$ cat src/rtl/skm_pkg.sv
// Package for the stream keyword masker.
// Holds the size constants, the register indexes and the beat payload types.
// Depends on nothing.
`default_nettype none

package skm_pkg;

   localparam int MAX_KEYWORD_LEN = 8;
   localparam int KEYWORD_W       = 64;
   localparam int LEN_W           = 4;
   localparam int CSR_INDEX_W     = 2;
   localparam int COUNT_W         = $clog2(MAX_KEYWORD_LEN + 1);
   localparam int IDX_W           = (MAX_KEYWORD_LEN > 1) ? $clog2(MAX_KEYWORD_LEN) : 1;

   localparam logic [7:0] ASTERISK = 8'h2A;

   typedef enum logic [CSR_INDEX_W-1:0] {
      CSR_KEYWORD_BYTES  = 2'd0,
      CSR_KEYWORD_LENGTH = 2'd1
   } csr_index_type;

   typedef struct packed {
      logic [7:0] in_byte;
      logic       end_of_text;
   } req_payload_type;

   typedef struct packed {
      logic [7:0] out_byte;
      logic       last_byte;
   } rsp_payload_type;

endpackage

`default_nettype wire

$ cat src/rtl/stream_keyword_masker.sv
// Top level of the stream keyword masker: window, match logic and output register.
// Depends on skm_pkg for constants and payload types.
//
//   channel  direction  payload            purpose
//   req_     in         req_payload_type   text bytes, end_of_text marks the last
//   rsp_     out        rsp_payload_type   bytes with keyword matches as asterisks
//   csr_     in         index + 64 bits    keyword bytes and keyword length
//
// With a fixed keyword and rsp_ready high, one byte enters and one leaves per cycle;
// a result appears in the cycle after its emission is decided by the window compare.
// A step that releases several beats (end of text, or a shorter keyword) sends them one at a
// time; input waits during an end-of-text flush, else only while a full window emits nothing.
// Reset is synchronous and empties the window; it needs no clearing pass.
// A stall on rsp_ready holds the output register and, with a full window, req_ready.
`default_nettype none

module stream_keyword_masker import skm_pkg::*; (
   input  logic                   clock,
   input  logic                   reset,
   input  logic                   req_valid,
   output logic                   req_ready,
   input  req_payload_type        req_data,
   output logic                   rsp_valid,
   input  logic                   rsp_ready,
   output rsp_payload_type        rsp_data,
   input  logic                   csr_valid,
   output logic                   csr_ready,
   input  logic [CSR_INDEX_W-1:0] csr_index,
   input  logic [KEYWORD_W-1:0]   csr_data
);

   logic [KEYWORD_W-1:0] kw_bytes_ff, kw_bytes_in;
   logic [LEN_W-1:0]     kw_len_ff, kw_len_in;
   logic [7:0]           window_ff [MAX_KEYWORD_LEN];
   logic [7:0]           window_in [MAX_KEYWORD_LEN];
   logic [COUNT_W-1:0]   count_ff, count_in;
   logic [COUNT_W-1:0]   mask_ff, mask_in;
   logic                 flush_ff, flush_in;
   logic                 active_ff, active_in;
   logic                 rsp_valid_ff, rsp_valid_in;
   rsp_payload_type      rsp_data_ff, rsp_data_in;

   logic [COUNT_W-1:0]   len_eff, threshold, mask_cur, mask_load, mask_dec, wr_pos;
   logic [MAX_KEYWORD_LEN-1:0] hit;
   logic                 match, last, emit_need, emit_fire, accept;

   assign csr_ready = 1'b1;
   assign rsp_valid = rsp_valid_ff;
   assign rsp_data  = rsp_data_ff;

   always_comb begin
      if (kw_len_ff > LEN_W'(MAX_KEYWORD_LEN)) begin
         len_eff = COUNT_W'(MAX_KEYWORD_LEN);
      end else begin
         len_eff = COUNT_W'(kw_len_ff);
      end
      threshold = (len_eff == '0) ? COUNT_W'(1) : len_eff;
      mask_cur  = (len_eff == '0) ? '0 : mask_ff;
      for (int i = 0; i < MAX_KEYWORD_LEN; i++) begin
         hit[i] = (COUNT_W'(i) >= len_eff) || (window_ff[i] == kw_bytes_ff[8*i +: 8]);
      end
      match     = (len_eff != '0) && (mask_cur == '0) && (count_ff >= len_eff) && (&hit);
      mask_load = match ? len_eff : mask_cur;
      mask_dec  = (mask_load != '0) ? mask_load - COUNT_W'(1) : '0;
      last      = flush_ff && (count_ff == COUNT_W'(1));
      emit_need = active_ff && (count_ff != '0) && ((count_ff >= threshold) || flush_ff);
      emit_fire = emit_need && (!rsp_valid_ff || rsp_ready);
      req_ready = !flush_ff && ((count_ff < COUNT_W'(MAX_KEYWORD_LEN)) || emit_fire);
      accept    = req_valid && req_ready;
   end

   always_comb begin
      kw_bytes_in = kw_bytes_ff;
      kw_len_in   = kw_len_ff;
      if (csr_valid) begin
         unique case (csr_index)
            CSR_KEYWORD_BYTES:  kw_bytes_in = csr_data;
            CSR_KEYWORD_LENGTH: kw_len_in   = csr_data[LEN_W-1:0];
            default: ;
         endcase
      end
   end

   always_comb begin
      window_in = window_ff;
      if (emit_fire) begin
         for (int i = 0; i < MAX_KEYWORD_LEN - 1; i++) begin
            window_in[i] = window_ff[i+1];
         end
      end
      wr_pos = count_ff - (emit_fire ? COUNT_W'(1) : COUNT_W'(0));
      if (accept) begin
         window_in[wr_pos[IDX_W-1:0]] = req_data.in_byte;
      end

      count_in = count_ff + (accept ? COUNT_W'(1) : COUNT_W'(0))
                          - (emit_fire ? COUNT_W'(1) : COUNT_W'(0));

      mask_in = mask_ff;
      if (emit_fire) begin
         mask_in = mask_dec;
      end
      if (accept && (len_eff == '0)) begin
         mask_in = '0;
      end

      flush_in = flush_ff;
      if (accept && req_data.end_of_text) begin
         flush_in = 1'b1;
      end
      if (emit_fire && last) begin
         flush_in = 1'b0;
         mask_in  = '0;
         count_in = '0;
      end

      active_in = accept || (active_ff && emit_need);

      rsp_valid_in = rsp_valid_ff;
      rsp_data_in  = rsp_data_ff;
      if (emit_fire) begin
         rsp_valid_in          = 1'b1;
         rsp_data_in.out_byte  = (mask_load != '0) ? ASTERISK : window_ff[0];
         rsp_data_in.last_byte = last;
      end else if (rsp_ready) begin
         rsp_valid_in = 1'b0;
      end
   end

   always_ff @(posedge clock) begin
      if (reset) begin
         kw_bytes_ff  <= '0;
         kw_len_ff    <= '0;
         count_ff     <= '0;
         mask_ff      <= '0;
         flush_ff     <= 1'b0;
         active_ff    <= 1'b0;
         rsp_valid_ff <= 1'b0;
      end else begin
         kw_bytes_ff  <= kw_bytes_in;
         kw_len_ff    <= kw_len_in;
         count_ff     <= count_in;
         mask_ff      <= mask_in;
         flush_ff     <= flush_in;
         active_ff    <= active_in;
         rsp_valid_ff <= rsp_valid_in;
      end
   end

   always_ff @(posedge clock) begin
      window_ff   <= window_in;
      rsp_data_ff <= rsp_data_in;
   end

   assert property (@(posedge clock) disable iff (reset)
      count_ff <= COUNT_W'(MAX_KEYWORD_LEN))
      else $error("window holds more bytes than its depth");

   assert property (@(posedge clock) disable iff (reset)
      mask_ff < COUNT_W'(MAX_KEYWORD_LEN))
      else $error("mask count beyond the longest keyword");

   assert property (@(posedge clock) disable iff (reset)
      flush_ff |-> !req_ready)
      else $error("input taken while the text is being flushed");

   assert property (@(posedge clock) disable iff (reset)
      (emit_fire && last) |=> (count_ff == '0) && !flush_ff && rsp_valid && rsp_data.last_byte)
      else $error("final beat of a text did not leave the window empty");

endmodule

`default_nettype wire
$ cat config.mk
export PLATFORM = sky130hd
export DESIGN_NAME = stream_keyword_masker
export DESIGN_NICKNAME = d
export VERILOG_FILES = /design/src/rtl/skm_pkg.sv /design/src/rtl/stream_keyword_masker.sv
export SDC_FILE = /design/constraint.sdc
export NUM_CORES = 1
export LEC_CHECK = 0
export BUFFER_PORTS_ARGS = -buffer_cell sky130_fd_sc_hd__buf_4
export CORE_MARGIN = 2
export CORE_UTILIZATION = 52
export DETAILED_ROUTE_END_ITERATION = 8
export PLACE_DENSITY = 0.72
export SLEW_MARGIN = 0
export SYNTH_ARGS = -nofsm -noshare
export SYNTH_HDL_FRONTEND = slang
export SYNTH_SLANG_ARGS = --single-unit
$ cat constraint.sdc
create_clock -name clock -period 3.9 [get_ports clock]
set_input_delay 0 -clock clock [delete_from_list [all_inputs] [get_ports clock]]
set_output_delay 0 -clock clock [all_outputs]
set_load 0.02 [all_outputs]
==> results.ini <==
[outcome]
status = complete, no violations

[route]
via_per_inst = 5.43
drt_iter0_drc = 439
wl_per_cell_um = 16.3
via_count = 6176
wirelength_um = 18500
drtPass1Iterations = 5
antenna_left = 0
drc = 0

[floorplanning]
start_util = 0.528
die_y_um = 120
coreArea_um2 = 13200
dieArea_um2 = 14300
io-pin-count = 92
std_cell_rows = 42
die_w_um = 120

[critical_path]
r2r_start = kw_len_ff[1]$_SDFFE_PP0P_
cp_slowest_cell = dfxtp_1
cp-start-kind = flip-flop
r2r_slack_ps = 410
crit_chain = nand2_1, ha_1, or4_1, a21oi_1, nor4bb_4, ha_1, ha_1, xor2_1, nor2_1, nand3b_1, nor2_1, a21oi_1
cp_num_buf_inv = 0
cp_max_fo = 16
arrival_ps = 3780
crit_path_end_kind = flip-flop
cpPeakStageDelay_ps = 560
critPathTopFamily = simple AND/OR/NAND/NOR gates
ff2ff_path_depth = 12
cpMostUsedCell = ha_1
critPathRequiredTime_ps = 4190
rr_endpoint = window_ff[36]$_DFF_P_
worstSetupPathType = reg2reg

[sta]
period_needed_ps = 3490
finalHoldViolations = 0
skew_ps = 12.6
slew_headroom = 0.440
period_share = 0.895
max_freq_ghz = 0.287
fin_tns_setup_ps = 0
rsz0062_at_grt = no
whs_ps = 80.2
setup_viol = 0
drv_slew = 0
tightest_slew_ps = 840

[placement]
gp_congestion = 0.955
port_buffers = 90
hpwl_um = 12500
dp_cells = 1031

[cells_and_area]
nets = 1044
diodes = 0
syn2layout_area_growth_pct = 30.5
fin_util = 0.690
layout-drive-gt1-share = 0.154
fin_cells = 1138

[synth]
synth-async-reset-ratio = 0
synth-seq-cells = 152
synth_cells = 796
seq_area_frac_synth = 0.461
synth_edf_count = 17
syn-num-nets = 890
yosysUniqueCellTypes = 51
synthesis.area_um2 = 6970
synth_ff_type = dfxtp_1
yosysWarnings = 0
avgSynthCellArea_um2 = 8.76

[cts]
cts-buffers-inserted = 17
clock_sink_count = 152
root_buffer = clkbuf_16
clk_latency_ps = 440
cts_buffer_depth = 2
clk_pin_slew_worst_paths_ps = 60
cts_tree = built
h-tree-depth = 4

[hold_path]
hp-start = reset
hold_end = kw_len_ff[0]$_SDFFE_PP0P_
hold_depth = 2
hold_class = in2reg

[pwr]
powerDensity_nw_per_um2 = 614
peakVddDrop_mv = 0.308
fin_total_pwr_mw = 5.59
leakagePower_nw = 3.46

[global_routing]
grt_antenna_before_repair = 0
grt_max_degree = 73
grt_overflow = 0
grt_pass1_wl_um = 29800
grtUsageTotal = 0.265
grtUsageMet1 = 0.336
busiest_layer = met2
use_met2 = 0.444
grt_pass1_vias = 5938
gr-usage-met3 = 0.0665

[run]
max_cap_viol_count = 0

==> flip-flops by register name, summed over array words and instances (netlist names), named ones only <==
register and count:
flush_ff 1, active_ff 1, count_ff 4, mask_ff 4, rsp_data 9, window_ff 56, kw_len_ff 4, rsp_valid 1
kw_bytes_ff 64
==> layout by cell type, fill, tap and decap left out, drive strengths merged, types with 7 or more instances in the layout <==
cell	instances
nand2	159
dfxtp	135
a21oi	119
buf	103
dlygate4sd3	74
nor2	63
mux2i	60
xnor2	45
xor2	23
o21ai	22
clkbuf	22
edfxtp	17
nand4	13
ha	13
inv	12
nor4	8
or3	7
clkinv	7
==> area by class of cell <==
class                           instances  area (um2)
Fill cell                            1014        4090
Multi-Input combinational cell        590        3560
Sequential cell                       152        3210
Timing Repair Buffer                  177        1510
Clock buffer                           22         464
Tap cell                              176         220
Clock inverter                          9        76.3
Inverter                               12        45.0
==> where the power goes <==
part	switching [mW]	internal, mW
Sequential	0.418	1.98
Combinational	0.825	0.839
Clock	0.629	0.900
Total	1.87	3.72
==> worst max-delay path by stage <==
stage | end | startpoint | slack (ps) | depth (start not counted)
after global placement | count_ff[2]$_SDFF_PP0_ | kw_len_ff[1]$_SDFFE_PP0P_ | 390 | 16
after detailed placement | count_ff[2]$_SDFF_PP0_ | kw_len_ff[1]$_SDFFE_PP0P_ | 240 | 16
after global routing | window_ff[35]$_DFF_P_ | kw_len_ff[3]$_SDFFE_PP0P_ | 90 | 13
after CTS | count_ff[2]$_SDFF_PP0_ | kw_len_ff[1]$_SDFFE_PP0P_ | 240 | 16
final | window_ff[36]$_DFF_P_ | kw_len_ff[1]$_SDFFE_PP0P_ | 410 | 12
after floorplan | flip-flop | kw_len_ff[1]$_SDFFE_PP0P_ | 190 | 12
==> synth_stat cells, types with 6 or more instances <==
cell type  number  area (um2)
and2_1          6        37.5
buf_2          11        55.1
o21ai_0        22         110
nor2_1         63         236
a21oi_1       119         596
or3_1           7        43.8
nor3_1          6        30.0
inv_1          11        41.3
edfxtp_1       17         510
ha_1           13         163
xor2_1         23         201
nor4_1          7        43.8
nand4_1        13        81.3
nand2_1       159         597
xnor2_1        45         394
mux2i_1        60         601
dfxtp_1       135        2700
clkbuf_1       25        93.8
==> kinds of logic (layout without fill, tap and decap cells) <==
kind of cell / count (synthesis) / count (layout) / synth area share
adder cells (fa/ha/maj): 14 / 14 / 0.0262
flip-flops: 152 / 152 / 0.461
AO/OA/AOI/OAI: 163 / 163 / 0.131
AND/OR/NAND/NOR: 284 / 284 / 0.178
buffers and inverters: 54 / 220 / 0.0316
other: 1 / 1 / 0.000538
XOR/XNOR: 68 / 68 / 0.0854
multiplexers: 60 / 60 / 0.0862
==> timing repair <==
| item | 4_1_cts | 5_1_grt |
|---|---|---|
| resized for setup | 0 | 0 |
| hold buffers | 74 | 0 |
| endpoints found under the setup margin | 0 | 18 |
| setup buffers | 0 | 2 |
| hold endpoints to repair | 134 | 0 |
==> per-layer routing <==
| metal | vias up | wire length [um] |
|---|---|---|
| li1 | 3026 | - |
| met1 | 2978 | 8320 |
| met2 | 147 | 9050 |
| met3 | 25 | 848 |
| met4 | 0 | 282 |
| met5 | - | 0 |
==> metrics by stage <==
stage               cell area, um2  worst slack (ps)
detailed placement            7800               235
global placement              7800               388
floorplan                     6980               194
CTS                           9080               243
global route                  9100              94.3
finish                        9100               410
Note: power is estimated with default switching activity, not from simulation.
